==> src/hdl/kas_pkg.sv <==
// Package for the kinematic arrive step core: widths, reset values, codes, state type.
`timescale 1ns / 1ps

package kas_pkg;

    // Fraction bits of position and velocity words
    localparam int FRAC_BITS = 12;

    localparam int POS_W   = 24;
    localparam int LIM_W   = 23;
    localparam int TTT_W   = 16;
    localparam int DT_W    = 16;
    localparam int ACC_W   = 64;
    localparam int OPND_W  = 32;

    localparam int DIV_STEPS  = 64;
    localparam int SQRT_STEPS = 32;
    localparam int CNT_W      = 7;

    localparam logic [POS_W-1:0] POS_RESET       = POS_W'(50 << FRAC_BITS);
    localparam logic [LIM_W-1:0] MAX_SPEED_RESET = LIM_W'(100 << FRAC_BITS);
    localparam logic [LIM_W-1:0] RADIUS_RESET    = LIM_W'(5 << FRAC_BITS);
    localparam logic [TTT_W-1:0] TTT_RESET       = TTT_W'(256);

    // Configuration register indexes
    typedef enum logic [1:0] {
        CFG_MAX_SPEED      = 2'd0,
        CFG_ARRIVE_RADIUS  = 2'd1,
        CFG_TIME_TO_TARGET = 2'd2
    } cfg_index_t;

    // Sequencer states
    typedef enum logic [4:0] {
        ST_IDLE,
        ST_D2X,
        ST_D2Y,
        ST_R2,
        ST_ARR,
        ST_DIV_SX,
        ST_DIV_SY,
        ST_CL_HALF,
        ST_CL_SQX,
        ST_CL_SQY,
        ST_CL_LIM,
        ST_CL_CMP,
        ST_SQRT,
        ST_CL_MX,
        ST_CL_LDX,
        ST_DIV_CX,
        ST_CL_MY,
        ST_CL_LDY,
        ST_DIV_CY,
        ST_CL_END,
        ST_VSX,
        ST_VSY,
        ST_VADDY,
        ST_PSX,
        ST_PSY,
        ST_PDY,
        ST_DONE
    } state_t;

endpackage

==> src/hdl/kinematic_arrive_step_core.sv <==
// Kinematic arrive steering core: one agent, one tick per input word.
//
// Input channel s_*: one word per tick carries the target position and the
// time step. The core latches it, then runs a sequencer over one shared
// 32x32 multiplier, one restoring divider (one quotient bit per cycle,
// 64 steps) and one square-root unit (32 steps).
// Output channel m_*: one word per tick with new position and velocity;
// the arrival flag travels on m_tuser.
// The sequencer runs two steering divides unless the agent has arrived,
// then a length clamp (a square root and two divides) where the length
// exceeds the limit, once for the steering and once for the velocity.
// s_tready is high only while the sequencer idles.
// A finished word waits in the output register while the next tick is
// accepted and computed; the sequencer holds in its last state until the
// previous word has been taken, so a stalled receiver stalls the core.
// Reset (rst_n low, asynchronous) puts the agent at (50, 50) with zero
// velocity, loads the register defaults and empties the output register.
// Configuration writes (cfg_we) take effect at once; write only while idle.
`timescale 1ns / 1ps

module kinematic_arrive_step_core (
    input  logic        clk,
    input  logic        rst_n,
    // Configuration write port
    input  logic        cfg_we,
    input  logic [1:0]  cfg_index,
    input  logic [22:0] cfg_data,
    // Input stream
    input  logic        s_tvalid,
    output logic        s_tready,
    input  logic [63:0] s_tdata,   // target_x[23:0], target_y[47:24], time_step[63:48]
    // Output stream
    output logic        m_tvalid,
    input  logic        m_tready,
    output logic [95:0] m_tdata,   // pos_x[23:0], pos_y[47:24], vel_x[71:48], vel_y[95:72]
    output logic        m_tuser    // arrived[0]
);

    localparam int PW = kas_pkg::POS_W;
    localparam int AW = kas_pkg::ACC_W;
    localparam int OW = kas_pkg::OPND_W;
    localparam int CW = kas_pkg::CNT_W;

    // Apply a sign to a 24-bit magnitude
    function automatic logic signed [PW:0] apply_sign(input logic [PW-1:0] m, input logic neg);
        logic signed [PW:0] v;
        v = $signed({1'b0, m});
        return neg ? -v : v;
    endfunction

    // Saturate a wide sum to a 24-bit position
    function automatic logic signed [PW-1:0] sat_pos(input logic signed [PW+1:0] v);
        logic signed [PW+1:0] hi;
        logic signed [PW+1:0] lo;
        hi = (PW+2)'(2**(PW-1) - 1);
        lo = -(PW+2)'(2**(PW-1));
        if (v > hi)
            return PW'(hi);
        else if (v < lo)
            return PW'(lo);
        else
            return v[PW-1:0];
    endfunction

    kas_pkg::state_t state_reg;
    kas_pkg::state_t state_next;

    // Configuration
    logic [kas_pkg::LIM_W-1:0] max_speed_reg;
    logic [kas_pkg::LIM_W-1:0] radius_reg;
    logic [kas_pkg::TTT_W-1:0] ttt_reg;

    // Agent state
    logic signed [PW-1:0] pos_x_reg;
    logic signed [PW-1:0] pos_y_reg;
    logic signed [PW-1:0] vel_x_reg;
    logic signed [PW-1:0] vel_y_reg;

    // Working registers
    logic [kas_pkg::DT_W-1:0] dt_reg;
    logic [PW-1:0]            dxm_reg;
    logic [PW-1:0]            dym_reg;
    logic                     dxn_reg;
    logic                     dyn_reg;
    logic                     arrived_reg;
    logic                     kind_vel_reg;
    logic [OW-1:0]            cx_reg;
    logic [OW-1:0]            cy_reg;
    logic                     nx_reg;
    logic                     ny_reg;
    logic [OW-1:0]            qx_reg;
    logic signed [PW:0]       vxs_reg;
    logic [AW-1:0]            acc_reg;
    logic [AW-1:0]            prod_reg;
    logic [CW-1:0]            cnt_reg;

    // Divider registers: dividend shifts out, quotient shifts in
    logic [AW-1:0] num_reg;
    logic [OW-1:0] rem_reg;
    logic [OW-1:0] den_reg;

    // Square-root registers (radicand is acc_reg)
    logic [AW-1:0] res_reg;
    logic [AW-1:0] bit_reg;

    // Output register
    logic        m_tvalid_reg;
    logic [95:0] m_tdata_reg;
    logic        m_tuser_reg;

    logic [OW-1:0] mul_a;
    logic [OW-1:0] mul_b;
    logic [AW-1:0] mul_prod;
    logic          step_last;
    logic          out_free;

    // Input word fields and target offset
    logic signed [PW-1:0] tgt_x;
    logic signed [PW-1:0] tgt_y;
    logic signed [PW:0]   dx;
    logic signed [PW:0]   dy;

    assign tgt_x = $signed(s_tdata[23:0]);
    assign tgt_y = $signed(s_tdata[47:24]);
    assign dx    = PW'(0) + ({tgt_x[PW-1], tgt_x} - {pos_x_reg[PW-1], pos_x_reg});
    assign dy    = PW'(0) + ({tgt_y[PW-1], tgt_y} - {pos_y_reg[PW-1], pos_y_reg});

    // Shared multiplier
    assign mul_prod = AW'(mul_a) * AW'(mul_b);

    // Divider step
    logic [OW:0]   div_sh;
    logic          div_ge;
    logic [OW-1:0] rem_step;
    logic [AW-1:0] num_step;

    assign div_sh   = {rem_reg, num_reg[AW-1]};
    assign div_ge   = div_sh >= {1'b0, den_reg};
    assign rem_step = div_ge ? OW'(div_sh - {1'b0, den_reg}) : div_sh[OW-1:0];
    assign num_step = {num_reg[AW-2:0], div_ge};

    // Square-root step
    logic [AW-1:0] sq_t;
    logic          sq_ge;
    logic [AW-1:0] n_step;
    logic [AW-1:0] res_step;

    assign sq_t     = res_reg + bit_reg;
    assign sq_ge    = acc_reg >= sq_t;
    assign n_step   = sq_ge ? acc_reg - sq_t : acc_reg;
    assign res_step = sq_ge ? (res_reg >> 1) + bit_reg : res_reg >> 1;

    assign step_last = cnt_reg == CW'(1);
    assign out_free  = !m_tvalid_reg || m_tready;

    // Scaled magnitude (value * time step >> 16) from the product register
    logic [PW-1:0]          scaled;
    logic signed [PW:0]     vys;
    logic [PW:0]            vxs_mag;
    logic [PW:0]            vys_mag;
    logic signed [PW+1:0]   pos_sum_x;
    logic signed [PW+1:0]   pos_sum_y;

    assign scaled    = prod_reg[kas_pkg::DT_W +: PW];
    assign vys       = {vel_y_reg[PW-1], vel_y_reg} + apply_sign(scaled, ny_reg);
    assign vxs_mag   = vxs_reg[PW] ? PW'(0) + (PW+1)'(-vxs_reg) : vxs_reg;
    assign vys_mag   = vys[PW] ? PW'(0) + (PW+1)'(-vys) : vys;
    assign pos_sum_x = {{2{pos_x_reg[PW-1]}}, pos_x_reg} + (PW+2)'(apply_sign(scaled, nx_reg));
    assign pos_sum_y = {{2{pos_y_reg[PW-1]}}, pos_y_reg} + (PW+2)'(apply_sign(scaled, ny_reg));

    // Next state
    always_comb
    begin
        state_next = state_reg;
        unique case (state_reg)
            kas_pkg::ST_IDLE:    if (s_tvalid) state_next = kas_pkg::ST_D2X;
            kas_pkg::ST_D2X:     state_next = kas_pkg::ST_D2Y;
            kas_pkg::ST_D2Y:     state_next = kas_pkg::ST_R2;
            kas_pkg::ST_R2:      state_next = kas_pkg::ST_ARR;
            kas_pkg::ST_ARR:     state_next = (acc_reg <= prod_reg) ? kas_pkg::ST_VSX
                                                                   : kas_pkg::ST_DIV_SX;
            kas_pkg::ST_DIV_SX:  if (step_last) state_next = kas_pkg::ST_DIV_SY;
            kas_pkg::ST_DIV_SY:  if (step_last) state_next = kas_pkg::ST_CL_HALF;
            kas_pkg::ST_CL_HALF: if (!(cx_reg[OW-1] || cy_reg[OW-1]))
                                     state_next = kas_pkg::ST_CL_SQX;
            kas_pkg::ST_CL_SQX:  state_next = kas_pkg::ST_CL_SQY;
            kas_pkg::ST_CL_SQY:  state_next = kas_pkg::ST_CL_LIM;
            kas_pkg::ST_CL_LIM:  state_next = kas_pkg::ST_CL_CMP;
            kas_pkg::ST_CL_CMP:  state_next = (acc_reg <= prod_reg) ? kas_pkg::ST_CL_END
                                                                   : kas_pkg::ST_SQRT;
            kas_pkg::ST_SQRT:    if (step_last) state_next = kas_pkg::ST_CL_MX;
            kas_pkg::ST_CL_MX:   state_next = kas_pkg::ST_CL_LDX;
            kas_pkg::ST_CL_LDX:  state_next = kas_pkg::ST_DIV_CX;
            kas_pkg::ST_DIV_CX:  if (step_last) state_next = kas_pkg::ST_CL_MY;
            kas_pkg::ST_CL_MY:   state_next = kas_pkg::ST_CL_LDY;
            kas_pkg::ST_CL_LDY:  state_next = kas_pkg::ST_DIV_CY;
            kas_pkg::ST_DIV_CY:  if (step_last) state_next = kas_pkg::ST_CL_END;
            kas_pkg::ST_CL_END:  state_next = kind_vel_reg ? kas_pkg::ST_PSX : kas_pkg::ST_VSX;
            kas_pkg::ST_VSX:     state_next = kas_pkg::ST_VSY;
            kas_pkg::ST_VSY:     state_next = kas_pkg::ST_VADDY;
            kas_pkg::ST_VADDY:   state_next = kas_pkg::ST_CL_HALF;
            kas_pkg::ST_PSX:     state_next = kas_pkg::ST_PSY;
            kas_pkg::ST_PSY:     state_next = kas_pkg::ST_PDY;
            kas_pkg::ST_PDY:     state_next = kas_pkg::ST_DONE;
            kas_pkg::ST_DONE:    if (out_free) state_next = kas_pkg::ST_IDLE;
            default:             state_next = kas_pkg::ST_IDLE;
        endcase
    end

    // Outputs: handshake and multiplier operand selection
    always_comb
    begin
        s_tready = 1'b0;
        mul_a    = '0;
        mul_b    = '0;
        unique case (state_reg)
            kas_pkg::ST_IDLE:   s_tready = 1'b1;
            kas_pkg::ST_D2X:    begin mul_a = OW'(dxm_reg); mul_b = OW'(dxm_reg); end
            kas_pkg::ST_D2Y:    begin mul_a = OW'(dym_reg); mul_b = OW'(dym_reg); end
            kas_pkg::ST_R2:     begin mul_a = OW'(radius_reg); mul_b = OW'(radius_reg); end
            kas_pkg::ST_CL_SQX: begin mul_a = cx_reg; mul_b = cx_reg; end
            kas_pkg::ST_CL_SQY: begin mul_a = cy_reg; mul_b = cy_reg; end
            kas_pkg::ST_CL_LIM: begin mul_a = OW'(max_speed_reg); mul_b = OW'(max_speed_reg); end
            kas_pkg::ST_CL_MX:  begin mul_a = cx_reg; mul_b = OW'(max_speed_reg); end
            kas_pkg::ST_CL_MY:  begin mul_a = cy_reg; mul_b = OW'(max_speed_reg); end
            kas_pkg::ST_VSX,
            kas_pkg::ST_PSX:    begin mul_a = cx_reg; mul_b = OW'(dt_reg); end
            kas_pkg::ST_VSY,
            kas_pkg::ST_PSY:    begin mul_a = cy_reg; mul_b = OW'(dt_reg); end
            default:            ;
        endcase
    end

    // Sequencer state
    always_ff @(posedge clk or negedge rst_n)
    begin
        if (!rst_n)
            state_reg <= kas_pkg::ST_IDLE;
        else
            state_reg <= state_next;
    end

    // Configuration registers
    always_ff @(posedge clk or negedge rst_n)
    begin
        if (!rst_n)
        begin
            max_speed_reg <= kas_pkg::MAX_SPEED_RESET;
            radius_reg    <= kas_pkg::RADIUS_RESET;
            ttt_reg       <= kas_pkg::TTT_RESET;
        end
        else if (cfg_we)
        begin
            unique case (kas_pkg::cfg_index_t'(cfg_index))
                kas_pkg::CFG_MAX_SPEED:      max_speed_reg <= cfg_data;
                kas_pkg::CFG_ARRIVE_RADIUS:  radius_reg    <= cfg_data;
                kas_pkg::CFG_TIME_TO_TARGET: ttt_reg       <= cfg_data[kas_pkg::TTT_W-1:0];
                default:                     ;
            endcase
        end
    end

    // Agent state: velocity and position
    always_ff @(posedge clk or negedge rst_n)
    begin
        if (!rst_n)
        begin
            pos_x_reg <= kas_pkg::POS_RESET;
            pos_y_reg <= kas_pkg::POS_RESET;
            vel_x_reg <= '0;
            vel_y_reg <= '0;
        end
        else
        begin
            unique case (state_reg)
                kas_pkg::ST_ARR:
                    if (acc_reg <= prod_reg)
                    begin
                        vel_x_reg <= '0;
                        vel_y_reg <= '0;
                    end
                kas_pkg::ST_CL_END:
                    if (kind_vel_reg)
                    begin
                        vel_x_reg <= PW'(apply_sign(cx_reg[PW-1:0], nx_reg));
                        vel_y_reg <= PW'(apply_sign(cy_reg[PW-1:0], ny_reg));
                    end
                kas_pkg::ST_PSY: pos_x_reg <= sat_pos(pos_sum_x);
                kas_pkg::ST_PDY: pos_y_reg <= sat_pos(pos_sum_y);
                default:         ;
            endcase
        end
    end

    // Datapath: multiplier result, accumulator, divider, square root
    always_ff @(posedge clk)
    begin
        prod_reg <= mul_prod;
        unique case (state_reg)
            kas_pkg::ST_IDLE:
                if (s_tvalid)
                begin
                    dt_reg  <= s_tdata[63:48];
                    dxn_reg <= dx[PW];
                    dyn_reg <= dy[PW];
                    dxm_reg <= PW'(dx[PW] ? -dx : dx);
                    dym_reg <= PW'(dy[PW] ? -dy : dy);
                end
            kas_pkg::ST_D2Y:
                acc_reg <= prod_reg;
            kas_pkg::ST_R2:
                acc_reg <= acc_reg + prod_reg;
            kas_pkg::ST_ARR:
            begin
                arrived_reg  <= acc_reg <= prod_reg;
                kind_vel_reg <= 1'b0;
                cx_reg       <= '0;
                cy_reg       <= '0;
                nx_reg       <= 1'b0;
                ny_reg       <= 1'b0;
                num_reg      <= AW'({dxm_reg, 8'b0});
                rem_reg      <= '0;
                den_reg      <= (ttt_reg == '0) ? OW'(1) : OW'(ttt_reg);
                cnt_reg      <= CW'(kas_pkg::DIV_STEPS);
            end
            kas_pkg::ST_DIV_SX:
                if (step_last)
                begin
                    cx_reg  <= num_step[OW-1:0];
                    nx_reg  <= dxn_reg;
                    num_reg <= AW'({dym_reg, 8'b0});
                    rem_reg <= '0;
                    cnt_reg <= CW'(kas_pkg::DIV_STEPS);
                end
                else
                begin
                    num_reg <= num_step;
                    rem_reg <= rem_step;
                    cnt_reg <= cnt_reg - CW'(1);
                end
            kas_pkg::ST_DIV_SY:
                if (step_last)
                begin
                    cy_reg <= num_step[OW-1:0];
                    ny_reg <= dyn_reg;
                end
                else
                begin
                    num_reg <= num_step;
                    rem_reg <= rem_step;
                    cnt_reg <= cnt_reg - CW'(1);
                end
            kas_pkg::ST_CL_HALF:
                if (cx_reg[OW-1] || cy_reg[OW-1])
                begin
                    cx_reg <= cx_reg >> 1;
                    cy_reg <= cy_reg >> 1;
                end
            kas_pkg::ST_CL_SQY:
                acc_reg <= prod_reg;
            kas_pkg::ST_CL_LIM:
                acc_reg <= acc_reg + prod_reg;
            kas_pkg::ST_CL_CMP:
            begin
                res_reg <= '0;
                bit_reg <= AW'(1) << (AW - 2);
                cnt_reg <= CW'(kas_pkg::SQRT_STEPS);
            end
            kas_pkg::ST_SQRT:
            begin
                acc_reg <= n_step;
                res_reg <= res_step;
                bit_reg <= bit_reg >> 2;
                cnt_reg <= cnt_reg - CW'(1);
                if (step_last)
                    den_reg <= (res_step[OW-1:0] == '0) ? OW'(1) : res_step[OW-1:0];
            end
            kas_pkg::ST_CL_LDX,
            kas_pkg::ST_CL_LDY:
            begin
                num_reg <= prod_reg;
                rem_reg <= '0;
                cnt_reg <= CW'(kas_pkg::DIV_STEPS);
            end
            kas_pkg::ST_DIV_CX:
            begin
                num_reg <= num_step;
                rem_reg <= rem_step;
                cnt_reg <= cnt_reg - CW'(1);
                if (step_last)
                    qx_reg <= num_step[OW-1:0];
            end
            kas_pkg::ST_DIV_CY:
            begin
                num_reg <= num_step;
                rem_reg <= rem_step;
                cnt_reg <= cnt_reg - CW'(1);
                if (step_last)
                begin
                    cx_reg <= qx_reg;
                    cy_reg <= num_step[OW-1:0];
                end
            end
            kas_pkg::ST_VSY:
                vxs_reg <= {vel_x_reg[PW-1], vel_x_reg} + apply_sign(scaled, nx_reg);
            kas_pkg::ST_VADDY:
            begin
                cx_reg       <= OW'(vxs_mag);
                nx_reg       <= vxs_reg[PW];
                cy_reg       <= OW'(vys_mag);
                ny_reg       <= vys[PW];
                kind_vel_reg <= 1'b1;
            end
            default: ;
        endcase
    end

    // Output register: load when the previous word has gone
    always_ff @(posedge clk or negedge rst_n)
    begin
        if (!rst_n)
            m_tvalid_reg <= 1'b0;
        else if (state_reg == kas_pkg::ST_DONE && out_free)
            m_tvalid_reg <= 1'b1;
        else if (m_tready)
            m_tvalid_reg <= 1'b0;
    end

    always_ff @(posedge clk)
    begin
        if (state_reg == kas_pkg::ST_DONE && out_free)
        begin
            m_tdata_reg <= {vel_y_reg, vel_x_reg, pos_y_reg, pos_x_reg};
            m_tuser_reg <= arrived_reg;
        end
    end

    assign m_tvalid = m_tvalid_reg;
    assign m_tdata  = m_tdata_reg;
    assign m_tuser  = m_tuser_reg;

    // An accepted tick keeps the input side closed on the next cycle
    assert property (@(posedge clk) disable iff (!rst_n)
        s_tvalid && s_tready |=> !s_tready)
        else $error("input accepted while a tick is in progress");

    // A new result word appears only from the final sequencer state
    assert property (@(posedge clk) disable iff (!rst_n)
        $rose(m_tvalid) |-> $past(state_reg) == kas_pkg::ST_DONE)
        else $error("result word raised outside the final state");

    // An arrival result always carries zero velocity
    assert property (@(posedge clk) disable iff (!rst_n)
        m_tvalid && m_tuser |-> m_tdata[95:48] == '0)
        else $error("arrived word with non-zero velocity");

    // Square-root and clamp divider states never run with an exhausted step count
    assert property (@(posedge clk) disable iff (!rst_n)
        (state_reg == kas_pkg::ST_SQRT || state_reg == kas_pkg::ST_DIV_CX
         || state_reg == kas_pkg::ST_DIV_CY) |-> cnt_reg != '0)
        else $error("iterative unit running with zero step count");

endmodule
==> config.mk <==
export PLATFORM = sky130hd
export DESIGN_NAME = kinematic_arrive_step_core
export DESIGN_NICKNAME = d
export VERILOG_FILES = /design/src/hdl/kas_pkg.sv /design/src/hdl/kinematic_arrive_step_core.sv
export SDC_FILE = /design/constraint.sdc
export NUM_CORES = 2
export LEC_CHECK = 0
export BUFFER_PORTS_ARGS = -buffer_cell sky130_fd_sc_hd__buf_2
export CAP_MARGIN = 25
export CELL_PAD_IN_SITES_DETAIL_PLACEMENT = 1
export CELL_PAD_IN_SITES_GLOBAL_PLACEMENT = 1
export CORE_MARGIN = 1
export CORE_UTILIZATION = 30
export DETAILED_ROUTE_END_ITERATION = 10
export PLACE_DENSITY = 0.52
export SETUP_SLACK_MARGIN = 0.4
export SYNTH_ARGS = -nofsm -noshare
export SYNTH_HDL_FRONTEND = slang
export SYNTH_SLANG_ARGS = --single-unit
==> constraint.sdc <==
create_clock -name clk -period 12.2 [get_ports clk]
set_input_delay 0.61 -clock clk [delete_from_list [all_inputs] [get_ports clk]]
set_output_delay 0.61 -clock clk [all_outputs]
set_load 0.02 [all_outputs]
==> out/results.txt <==
Status = finished clean
Flip-flop and latch count after synthesis = 811
Largest net degree at the start of global routing = 68
Synth area leader = fa_1
Min-Delay Path Class = input port to flip-flop
Post-DP HPWL = 325,100 um
Via-to-Cell Ratio = 5.407
Multi-input logic area = 0.06075 mm^2
CP peak stage delay = 620 ps
Max FO, Critical Path = 35
Crit path required time = 12,920 ps
Setup_tns = 0 ps
Worst EP arrival = 12,270 ps
Most frequent cells in the layout = inv_1, nand2_1, nor2_1
Crit Path Class = flip-flop to flip-flop
IO Pins = 193
Final Cycle Share = 0.9471
CP Capture Type = flip-flop
Startpoint types = flip-flop
Syn Nets = 11,550
Register Area = 0.02291 mm^2
Iter 0 DRT Violations = 6,235
Sink Count = 811
Worst path most repeated cell = fa_1
Flip-flop count of the largest register after layout = 96
Worst path buffer plus inverter count = 7
DIE HEIGHT = 548.8 um
Clk Latency, worst-skew pair = 880 ps
Syn-to-layout area delta = 12.55%
# DRC = 0
Synth Flop Type = edfxtp_1
Setup Viol. Count Final = 0
Top cell type's share of synthesized area = 0.2020
Antenna violations before repair = 32
Port bufs = 192
Crit path time final = 11,550 ps
Die ar. = 0.3012 mm^2
Final hold vios = 0
Final Max Slew Viols = 0
Die extent in x = 548.8 um
Total CTS buffers = 112
Worst Skew = 98.04 ps
GRT overflow = 0
Global Route Usage Sum = 0.2640
Layout cells sized above 1 = 0.09078
Most common cell after layout, fill and taps aside = inv_1
Register area share after synthesis = 0.2554
First-pass GRT wire length = 579,200 um
GP Congestion = 0.9758
Initial DRT Pass Iterations = 10
Worst slew pin tran = 1284 ps
Initial Util = 0.3020
Unrepaired setup endpoints after global routing = yes
Number of enable flip-flop cells after synthesis = 583
Cell Area, Synth = 0.08970 mm^2
Yosys warns = 0
CTS H-tree lvls = 3
Worst-path clk slew = 60 ps
Syn Area/Cell = 9.116 um^2
Post-DRT Antenna Nets = 0
Clock Tree Buf Depth = 4
Root Driver = clkbuf_16
Avg WL per Cell = 28.69 um
Vias in the first global route = 80,860
Core Region = 0.2970 mm^2
Slew margin rel. = 0.1428
Nets = 11,700
Rows = 200
Mapped Cells = 9,840
Final WL = 402,800 um
Fmax = 86.55 MHz
Top delay family on crit path = adder cells
DR vias = 75,910
Asr flop ratio synth = 0.2022
CP max-delay cell = nand2b_1
CTS tree = done
Max-Cap Viols = 0
Fillers = 34,080
Top cells by area, synth = fa_1, edfxtp_1, ha_1, inv_1, nand2_1
Post-synthesis cell type count = 98
[worst reg2reg max path: cells and delay by family, from the launching register on]
family / cells / cell delay [ps]
buffers and inverters: 7 / 1090
flip-flops: 1 / 540
AND/OR/NAND/NOR: 7 / 2550
adder cells (fa/ha/maj): 9 / 4500
AO/OA/AOI/OAI: 9 / 2590
XOR/XNOR: 1 / 140
[layer usage]
| layer | part of all wire | up-vias | global-route usage | wire length [um] |
|---|---|---|---|---|
| met5 | 0.00035 | - | 0 | 142 |
| met2 | 0.46 | 2185 | 0.4318 | 185900 |
| met1 | 0.44 | 39430 | 0.3513 | 176200 |
| met3 | 0.053 | 586 | 0.03505 | 21430 |
| li1 | - | 33700 | - | - |
| met4 | 0.048 | 20 | 0.1064 | 19160 |
[repair_timing]
action / 4_1_cts / 5_1_grt
setup endpoints to repair: 0 / 8
gates resized for setup: 0 / 8
hold endpoints to repair: 72 / 0
hold buffers: 17 / 0
buffers inserted: 0 / 4
[cell usage after synthesis, types with 43 or more instances]
master,count
a31oi_1,84
edfxtp_1,583
nand3_1,120
mux2_2,65
inv_1,1313
a22oi_1,130
xor2_1,215
nor3_1,109
fa_1,905
o31ai_1,59
buf_1,43
ha_1,707
nor2b_1,72
nand4_1,79
or3_1,63
nand2b_1,89
dfxtp_1,64
o21bai_1,79
dfrtp_1,152
nor4_1,44
o21ai_0,427
and3_1,49
a21oi_1,442
a222oi_1,79
and2_1,67
nand2_1,1051
xnor2_1,402
clkbuf_1,433
a22o_1,69
o21a_1,60
nor2_1,964
a211oi_1,70
a21o_1,205
[worst paths after layout]
check,from,to,slack [ps],cells after the start
worst max-delay path,state_reg[3],prod_reg[60],650,33
worst min-delay path,cfg_data[20],max_speed_reg[20],60,2
worst max register to register,state_reg[3],prod_reg[60],650,33
worst min register to register,vel_x_reg[10],m_tdata[58],490,0
max in group asynchronous,rst_n,ttt_reg[10],10340,3
min in group asynchronous,rst_n,pos_y_reg[14],320,2
[per-stage QoR]
step           setup WS (ps)  std cells  hold slack [ps]  cell area (um^2)    util
2_1_floorplan           2301       9840            314.4             89700       -
3_3_place_gp           967.6      13790            475.9             96770  0.3258
3_5_place_dp           891.2      13790            476.4             96850  0.3261
4_1_cts                759.3      14020            9.653            100800  0.3393
5_1_grt                321.5      14030            39.43            100900  0.3398
6_report               645.4      14040            56.63            101000  0.3399
[cell type report]
type / instances / share of cell area
multi-input cells: 7232 / 0.6018
flip-flops and latches: 811 / 0.2269
inverters: 1318 / 0.04903
well taps: 3939 / 0.04882
repair buffers: 523 / 0.03603
clock buffers: 155 / 0.03116
clock inverters: 51 / 0.005999
diodes: 12 / 0.0002975
[cells by family (layout without fill, tap and decap cells)]
family / after synthesis / in the layout / share of synthesized area
simple gates: 2818 / 2819 / 0.1390
compound gates: 2077 / 2078 / 0.1561
buf+inv: 1799 / 2047 / 0.07559
fa+ha+maj: 1612 / 1612 / 0.3006
flops: 811 / 811 / 0.2554
xor+xnor: 620 / 620 / 0.06092
mux: 103 / 103 / 0.01240
other cells: 0 / 12 / 0
Power is not shown: default switching activity piles up to over one toggle a cycle in this logic, so the estimate is an artifact.
